### config.mk
export PLATFORM = sky130hd
export DESIGN_NAME = sobel_gradient_magnitude
export DESIGN_NICKNAME = d
export VERILOG_FILES = /design/src/sv/sgm_pkg.sv /design/src/sv/sgm_isqrt.sv /design/src/sv/sobel_gradient_magnitude.sv
export SDC_FILE = /design/constraint.sdc
export NUM_CORES = 1
export LEC_CHECK = 0
export ABC_AREA = 0
export BUFFER_PORTS_ARGS = -buffer_cell sky130_fd_sc_hd__buf_4
export CORE_UTILIZATION = 45
export CTS_BUF_LIST = sky130_fd_sc_hd__clkbuf_4
export CTS_CLUSTER_SIZE = 30
export DETAILED_ROUTE_END_ITERATION = 16
export HOLD_SLACK_MARGIN = 0.06
export PLACE_DENSITY_LB_ADDON = 0.2
export SLEW_MARGIN = 20
export SYNTH_ARGS = -nofsm -noshare
export SYNTH_HDL_FRONTEND = slang
export SYNTH_SLANG_ARGS = --single-unit
export TNS_END_PERCENT = 20
### constraint.sdc
create_clock -name clk -period 15.7 [get_ports clk]
set_input_delay 3.14 -clock clk [delete_from_list [all_inputs] [get_ports clk]]
set_output_delay 3.14 -clock clk [all_outputs]
set_load 0.01 [all_outputs]
### src/sv/sgm_pkg.sv
package sgm_pkg;

  // sample width and the widths that follow from it
  localparam int SAMPLE_BITS = 8;
  // signed gradient: +-4*(2^S-1) needs S+2 magnitude bits and a sign
  localparam int G_BITS      = SAMPLE_BITS + 3;
  // one squared gradient, always below 2^(2S+4)
  localparam int SQH_BITS    = 2 * G_BITS - 2;
  // sum of both squares
  localparam int SQ_BITS     = SQH_BITS + 1;
  // sum of squares divided by sixteen
  localparam int V_BITS      = SQ_BITS - 4;
  localparam int ROOT_BITS   = (V_BITS + 1) / 2;
  localparam int VP_BITS     = 2 * ROOT_BITS;
  localparam int REM_BITS    = ROOT_BITS + 1;
  localparam int CMP_BITS    = REM_BITS + 4;
  localparam int MAG_BITS    = ROOT_BITS + 1;

  localparam logic [MAG_BITS-1:0] MAG_MAX = MAG_BITS'((1 << SAMPLE_BITS) - 1);

endpackage

### src/sv/sgm_isqrt.sv
module sgm_isqrt (
  input  logic                          clk,
  input  logic                          rst,
  input  logic                          en,
  input  logic                          in_valid,
  input  logic [sgm_pkg::VP_BITS-1:0]   in_v,
  input  logic [3:0]                    in_low,
  output logic                          out_valid,
  output logic [sgm_pkg::ROOT_BITS-1:0] out_root,
  output logic [sgm_pkg::REM_BITS-1:0]  out_rem,
  output logic [3:0]                    out_low
);
  import sgm_pkg::*;

  // one result bit per stage, radicand consumed two bits at a time from the top
  logic                  vld  [ROOT_BITS+1];
  logic [VP_BITS-1:0]    vp   [ROOT_BITS+1];
  logic [ROOT_BITS-1:0]  root [ROOT_BITS+1];
  logic [REM_BITS-1:0]   rem  [ROOT_BITS+1];
  logic [3:0]            low  [ROOT_BITS+1];

  assign vld[0]  = in_valid;
  assign vp[0]   = in_v;
  assign root[0] = '0;
  assign rem[0]  = '0;
  assign low[0]  = in_low;

  for (genvar k = 0; k < ROOT_BITS; k++) begin : g_step
    logic [REM_BITS+1:0]  rem_sh;
    logic [REM_BITS+1:0]  trial;
    logic [REM_BITS+1:0]  diff;
    logic                 take;
    logic [ROOT_BITS-1:0] root_next;
    logic [REM_BITS-1:0]  rem_next;

    always_comb begin
      rem_sh = {rem[k], vp[k][VP_BITS-1 -: 2]};
      trial  = (REM_BITS+2)'({root[k], 2'b01});
      diff   = rem_sh - trial;
      take   = (rem_sh >= trial);
      root_next = {root[k][ROOT_BITS-2:0], take};
      rem_next  = take ? diff[REM_BITS-1:0] : rem_sh[REM_BITS-1:0];
    end

    always_ff @(posedge clk) begin
      if (rst) begin
        vld[k+1] <= 1'b0;
      end else if (en) begin
        vld[k+1] <= vld[k];
      end
    end

    always_ff @(posedge clk) begin
      if (en) begin
        vp[k+1]   <= {vp[k][VP_BITS-3:0], 2'b00};
        root[k+1] <= root_next;
        rem[k+1]  <= rem_next;
        low[k+1]  <= low[k];
      end
    end
  end

  assign out_valid = vld[ROOT_BITS];
  assign out_root  = root[ROOT_BITS];
  assign out_rem   = rem[ROOT_BITS];
  assign out_low   = low[ROOT_BITS];

endmodule

### src/sv/sobel_gradient_magnitude.sv
// Sobel gradient magnitude of one 3x3 window of one sample channel. Each transfer
// carries the eight neighbours of the centre sample; the block returns
// round(sqrt(gx^2 + gy^2) / 4) with ties to even, saturated to the largest sample
// value with clipped set when saturation happens. It is a fully pipelined datapath
// of 3 + (SAMPLE_BITS + 1) + 1 register stages, and it takes one window in every
// cycle while the output is not stalled. The stages are the two Sobel sums, the
// two squares, their sum, one stage per bit of the integer square root, and the
// round/saturate stage that is also the output register. A stalled output freezes
// the whole pipeline; while the output is empty or being taken, the input is never
// stalled. There is no state beyond the pipeline.
module sobel_gradient_magnitude (
  input  logic                            clk,
  input  logic                            rst,
  input  logic                            in_valid,
  output logic                            in_stall,
  input  logic [sgm_pkg::SAMPLE_BITS-1:0] p_nw,
  input  logic [sgm_pkg::SAMPLE_BITS-1:0] p_n,
  input  logic [sgm_pkg::SAMPLE_BITS-1:0] p_ne,
  input  logic [sgm_pkg::SAMPLE_BITS-1:0] p_w,
  input  logic [sgm_pkg::SAMPLE_BITS-1:0] p_e,
  input  logic [sgm_pkg::SAMPLE_BITS-1:0] p_sw,
  input  logic [sgm_pkg::SAMPLE_BITS-1:0] p_s,
  input  logic [sgm_pkg::SAMPLE_BITS-1:0] p_se,
  output logic                            out_valid,
  input  logic                            out_stall,
  output logic [sgm_pkg::SAMPLE_BITS-1:0] magnitude,
  output logic                            clipped
);
  import sgm_pkg::*;

  // whole pipeline advances unless a finished result is held at the output
  logic en;
  assign en       = !(out_valid && out_stall);
  assign in_stall = !en;

  // stage 1: sobel sums, weights 1,2,1
  logic [SAMPLE_BITS+1:0] left_sum, right_sum, top_sum, bot_sum;
  logic [G_BITS-1:0]      gx_next, gy_next;
  logic                   s1_valid;
  logic [G_BITS-1:0]      gx, gy;

  always_comb begin
    left_sum  = (SAMPLE_BITS+2)'(p_nw) + (SAMPLE_BITS+2)'({p_w, 1'b0}) + (SAMPLE_BITS+2)'(p_sw);
    right_sum = (SAMPLE_BITS+2)'(p_ne) + (SAMPLE_BITS+2)'({p_e, 1'b0}) + (SAMPLE_BITS+2)'(p_se);
    top_sum   = (SAMPLE_BITS+2)'(p_nw) + (SAMPLE_BITS+2)'({p_n, 1'b0}) + (SAMPLE_BITS+2)'(p_ne);
    bot_sum   = (SAMPLE_BITS+2)'(p_sw) + (SAMPLE_BITS+2)'({p_s, 1'b0}) + (SAMPLE_BITS+2)'(p_se);
    // left minus right, top minus bottom, in two's complement
    gx_next   = G_BITS'(left_sum) - G_BITS'(right_sum);
    gy_next   = G_BITS'(top_sum) - G_BITS'(bot_sum);
  end

  always_ff @(posedge clk) begin
    if (rst) begin
      s1_valid <= 1'b0;
    end else if (en) begin
      s1_valid <= in_valid;
    end
  end

  always_ff @(posedge clk) begin
    if (en) begin
      gx <= gx_next;
      gy <= gy_next;
    end
  end

  // stage 2: squares, nonnegative and below 2^SQH_BITS
  logic signed [2*G_BITS-1:0] prod_x, prod_y;
  logic                       s2_valid;
  logic [SQH_BITS-1:0]        sqx, sqy;

  assign prod_x = $signed(gx) * $signed(gx);
  assign prod_y = $signed(gy) * $signed(gy);

  always_ff @(posedge clk) begin
    if (rst) begin
      s2_valid <= 1'b0;
    end else if (en) begin
      s2_valid <= s1_valid;
    end
  end

  always_ff @(posedge clk) begin
    if (en) begin
      sqx <= prod_x[SQH_BITS-1:0];
      sqy <= prod_y[SQH_BITS-1:0];
    end
  end

  // stage 3: sum of squares
  logic               s3_valid;
  logic [SQ_BITS-1:0] sq;

  always_ff @(posedge clk) begin
    if (rst) begin
      s3_valid <= 1'b0;
    end else if (en) begin
      s3_valid <= s2_valid;
    end
  end

  always_ff @(posedge clk) begin
    if (en) begin
      sq <= SQ_BITS'(sqx) + SQ_BITS'(sqy);
    end
  end

  // square root of sq/16 gives floor(sqrt(sq)/4); the dropped nibble rides along
  logic                 rt_valid;
  logic [ROOT_BITS-1:0] rt_root;
  logic [REM_BITS-1:0]  rt_rem;
  logic [3:0]           rt_low;

  sgm_isqrt u_isqrt (
    .clk       (clk),
    .rst       (rst),
    .en        (en),
    .in_valid  (s3_valid),
    .in_v      (VP_BITS'(sq[SQ_BITS-1:4])),
    .in_low    (sq[3:0]),
    .out_valid (rt_valid),
    .out_root  (rt_root),
    .out_rem   (rt_rem),
    .out_low   (rt_low)
  );

  // final stage: round half to even, then saturate
  // sq - 16q^2 = 16*rem + low, compared against the halfway point 16q + 4
  logic [CMP_BITS-1:0] above, half;
  logic                round_up;
  logic [MAG_BITS-1:0] mag;
  logic                clip_next;

  always_comb begin
    above     = {rt_rem, rt_low};
    half      = CMP_BITS'({rt_root, 4'b0100});
    round_up  = (above > half) || ((above == half) && rt_root[0]);
    mag       = MAG_BITS'(rt_root) + MAG_BITS'(round_up);
    clip_next = (mag > MAG_MAX);
  end

  always_ff @(posedge clk) begin
    if (rst) begin
      out_valid <= 1'b0;
    end else if (en) begin
      out_valid <= rt_valid;
    end
  end

  always_ff @(posedge clk) begin
    if (en) begin
      magnitude <= clip_next ? MAG_MAX[SAMPLE_BITS-1:0] : mag[SAMPLE_BITS-1:0];
      clipped   <= clip_next;
    end
  end

endmodule

==> results_dict.tcl <==
set metrics [dict create \
    synth_top_cell_area_share 0.3958 \
    synthSimpleGateAreaFrac 0.08272 \
    post-cts-setup-buffer-count 0 \
    globalRouteMet2Util 0.3189 \
    cts_num_sinks 335 \
    violations "design-rule violations" \
    cp.arrival_ns 4.53 \
    first_iter_violations 542 \
    first_global_vias 16030 \
    postCtsResizedCells 0 \
    rsz0062_at_grt "no" \
    clock_latency_ns 0.76 \
    synth.lib_cells_used.distinct 65 \
    detail_route.wirelength_um 43280 \
    finClkSkew_ns 0.03446 \
    syn-mean-instance-area_um2 11.54 \
    holdCritPathClass "flop to flop" \
    tns_ns 0 \
    dieHeight_um 235.0 \
    finalWorstPathRequiredPeriod_ns 7.669 \
    critPathLaunchType "input pin" \
    multi_input_comb_area_um2 12630 \
    drtPass1Iterations 10 \
    post-route-period-util 0.4885 \
    final-seq-area_um2 9930 \
    relSlewSlack 0.2870 \
    use_met3 0.03278 \
    timing.critical_path.required_ns 12.56 \
    global_route_wire_length_before_repair_um 73730 \
    fp.dieArea_um2 55220 \
    synth-edff-count 322 \
    crit_buf_inv 3 \
    grt_use_met1 0.1739 \
    cpPeakStageDelay_ns 0.58 \
    outcome "finished, violations left" \
    critical_path_class "input pin to output pin" \
    slew_violations 0 \
    yosys-top-cells-area "sky130_fd_sc_hd__edfxtp_1 (40%), sky130_fd_sc_hd__fa_1 (21%), sky130_fd_sc_hd__ha_1 (9.8%)" \
    vias_per_cell 4.902 \
    timing.max_cap.violations 0 \
    critical_path.endpoint_type "output pin" \
    die_width_um 235.0 \
    yosys.area_share.xor_xnor 0.04697 \
    layout-drive-gt1-share 0.1037 \
    proportion_of_synthesized_area_in_mux_cells 0.01127 \
    area_added_between_synthesis_and_finish_pct 10.35 \
    detailroute.via_count 14820 \
    synth_seq_area_share 0.4065 \
    main_synth_ff_type "sky130_fd_sc_hd__edfxtp_1" \
    nNetsFinal 2765 \
    worstMarginPinSlew_ns 1.069 \
    async_flop_share 0 \
    yosys-top-cells-count "sky130_fd_sc_hd__inv_1 (465), sky130_fd_sc_hd__edfxtp_1 (322), sky130_fd_sc_hd__fa_1 (251)" \
    main_combinational_cell_family_by_area_after_synthesis "adder cells" \
    cp_max_fo 64 \
    synth-warning-count 0 \
    grt_util_all_layers 0.1639 \
    synth_seq_cells 335 \
    combined_area_of_all_synthesized_cells_um2 24430 \
    grt_most_used_layer "met2" \
    hpwl_um 33790 \
    port_buffers 78 \
    htree_levels 3 \
    yosysTopAreaCell "sky130_fd_sc_hd__edfxtp_1" \
    global_route.overflow_total 0 \
    post-route-drc-count 2 \
    antenna_found_initial 3 \
    cts.clk_slew.worst_paths_ns 0.07 \
    initial_utilization 0.4548 \
    placer_congestion_estimate 0.9037 \
    setup_viol 0 \
    maximum_clock_insertion_buffer_count 3 \
    synthAdderAreaFrac 0.3035 \
    number_of_antenna_violating_nets_in_the_routed_design 0 \
    tritoncts_clock_tree "done" \
    cp_top_delay_family "buffers and inverters" \
    clock_tree.root_cell "sky130_fd_sc_hd__clkbuf_4" \
    worstPathCellList "buf_4 > nand2_4 > inv_1 > buf_4" \
    crit_top_cell "sky130_fd_sc_hd__buf_4" \
    maximum_number_of_pins_on_one_net_before_global_route_repair 196 \
    postSynthCellCount 2117 \
    drt-wirelength-per-cell_um 14.32 \
    synth_compound_gate_area_share 0.07166 \
    layout.filler_cells 4790 \
    hold_viol_final 0 \
    number_of_buffers_created_by_cts 87 \
    io_pins 79 \
    max_clock_freq_ghz 0.1304 \
    cp_slowest_cell "sky130_fd_sc_hd__nand2_4" \
    floorplan_core_area_um2 53710 \
    core.rowCount 85 \
    most_frequently_used_cell_type_in_the_post_synthesis_netlist "sky130_fd_sc_hd__inv_1" \
    cts-hold-fix-buffers 0 \
    post_synthesis_net_count 2627 \
]
## final timing paths
check / startpoint / slack (ns) / cells past startpoint / end
min reg2reg: u_isqrt.vp[136] / 0.39 / 0 / u_isqrt.vp[120]
min: u_isqrt.vp[136] / 0.39 / 0 / u_isqrt.vp[120]
max reg2reg: gy[2] / 9.72 / 18 / sqy[19]
max: out_stall / 8.03 / 4 / in_stall
## cell families (layout without fill, tap and decap cells)
logic type,after synthesis,count (layout)
fa+ha+maj,442,442
simple gates,411,411
buf+inv,501,709
compound gates,271,271
flops,335,335
mux,25,25
other cells,1,3
xor+xnor,131,131
## state kept, by name, summed over array words and instances, names as in the netlist
name,count
clipped,1
gx,11
gy,11
magnitude,8
out_valid,1
s1_valid,1
s2_valid,1
s3_valid,1
sq,21
sqx,19
sqy,19
u_isqrt.g_step.rem_sh,85
u_isqrt.g_step.root_next,36
u_isqrt.low,32
u_isqrt.out_low,4
u_isqrt.out_rem,10
u_isqrt.out_root,9
u_isqrt.out_valid,1
u_isqrt.vld,8
u_isqrt.vp,56
## area by class of cell
class | instances | share of cell area
clock inverter | 27 | 0.005477
multi-input combinational | 1281 | 0.4684
inverter | 469 | 0.06549
antenna | 2 | 0.0001857
tap | 696 | 0.03231
clock buffer | 132 | 0.03676
timing repair buffer | 81 | 0.02302
sequential | 335 | 0.3684
## cell usage in the layout, fill, tap and decap left out, types with 19 or more instances in the layout
cell / instances
sky130_fd_sc_hd__fa_1: 251
sky130_fd_sc_hd__buf_4: 80
sky130_fd_sc_hd__o21a_1: 24
sky130_fd_sc_hd__o21ai_0: 40
sky130_fd_sc_hd__edfxtp_1: 322
sky130_fd_sc_hd__and2_1: 55
sky130_fd_sc_hd__ha_1: 191
sky130_fd_sc_hd__nand2_1: 134
sky130_fd_sc_hd__clkinv_1: 19
sky130_fd_sc_hd__xor2_1: 33
sky130_fd_sc_hd__nor3_1: 21
sky130_fd_sc_hd__a21o_1: 26
sky130_fd_sc_hd__nor2_1: 85
sky130_fd_sc_hd__clkbuf_4: 132
sky130_fd_sc_hd__xnor2_1: 98
sky130_fd_sc_hd__nor2b_1: 26
sky130_fd_sc_hd__inv_1: 465
sky130_fd_sc_hd__a21oi_1: 85
## routing by layer
| layer | vias up | wire, um | share of wire |
|---|---|---|---|
| met4 | 2 | 901 | 0.021 |
| met5 | - | 13 | 0.00030 |
| met3 | 75 | 1469 | 0.034 |
| li1 | 7295 | - | - |
| met2 | 217 | 23980 | 0.55 |
| met1 | 7230 | 16920 | 0.39 |
## through the flow
step / instances / hold WS [ns] / setup WS [ns] / utilization / cell area, um^2
floorplan: 2117 / 0.4003 / 2.792 / - / 24430
global placement: 2862 / 0.4005 / 8.072 / 0.4806 / 25810
detailed placement: 2862 / 0.4045 / 8.008 / 0.4806 / 25810
CTS: 3021 / 0.3768 / 7.998 / 0.5018 / 26950
global route: 3023 / 0.4059 / 7.832 / 0.5019 / 26960
finish: 3023 / 0.3949 / 8.031 / 0.5019 / 26960
Power is not shown: default switching activity piles up to over one toggle a cycle in this logic, so the estimate is an artifact.
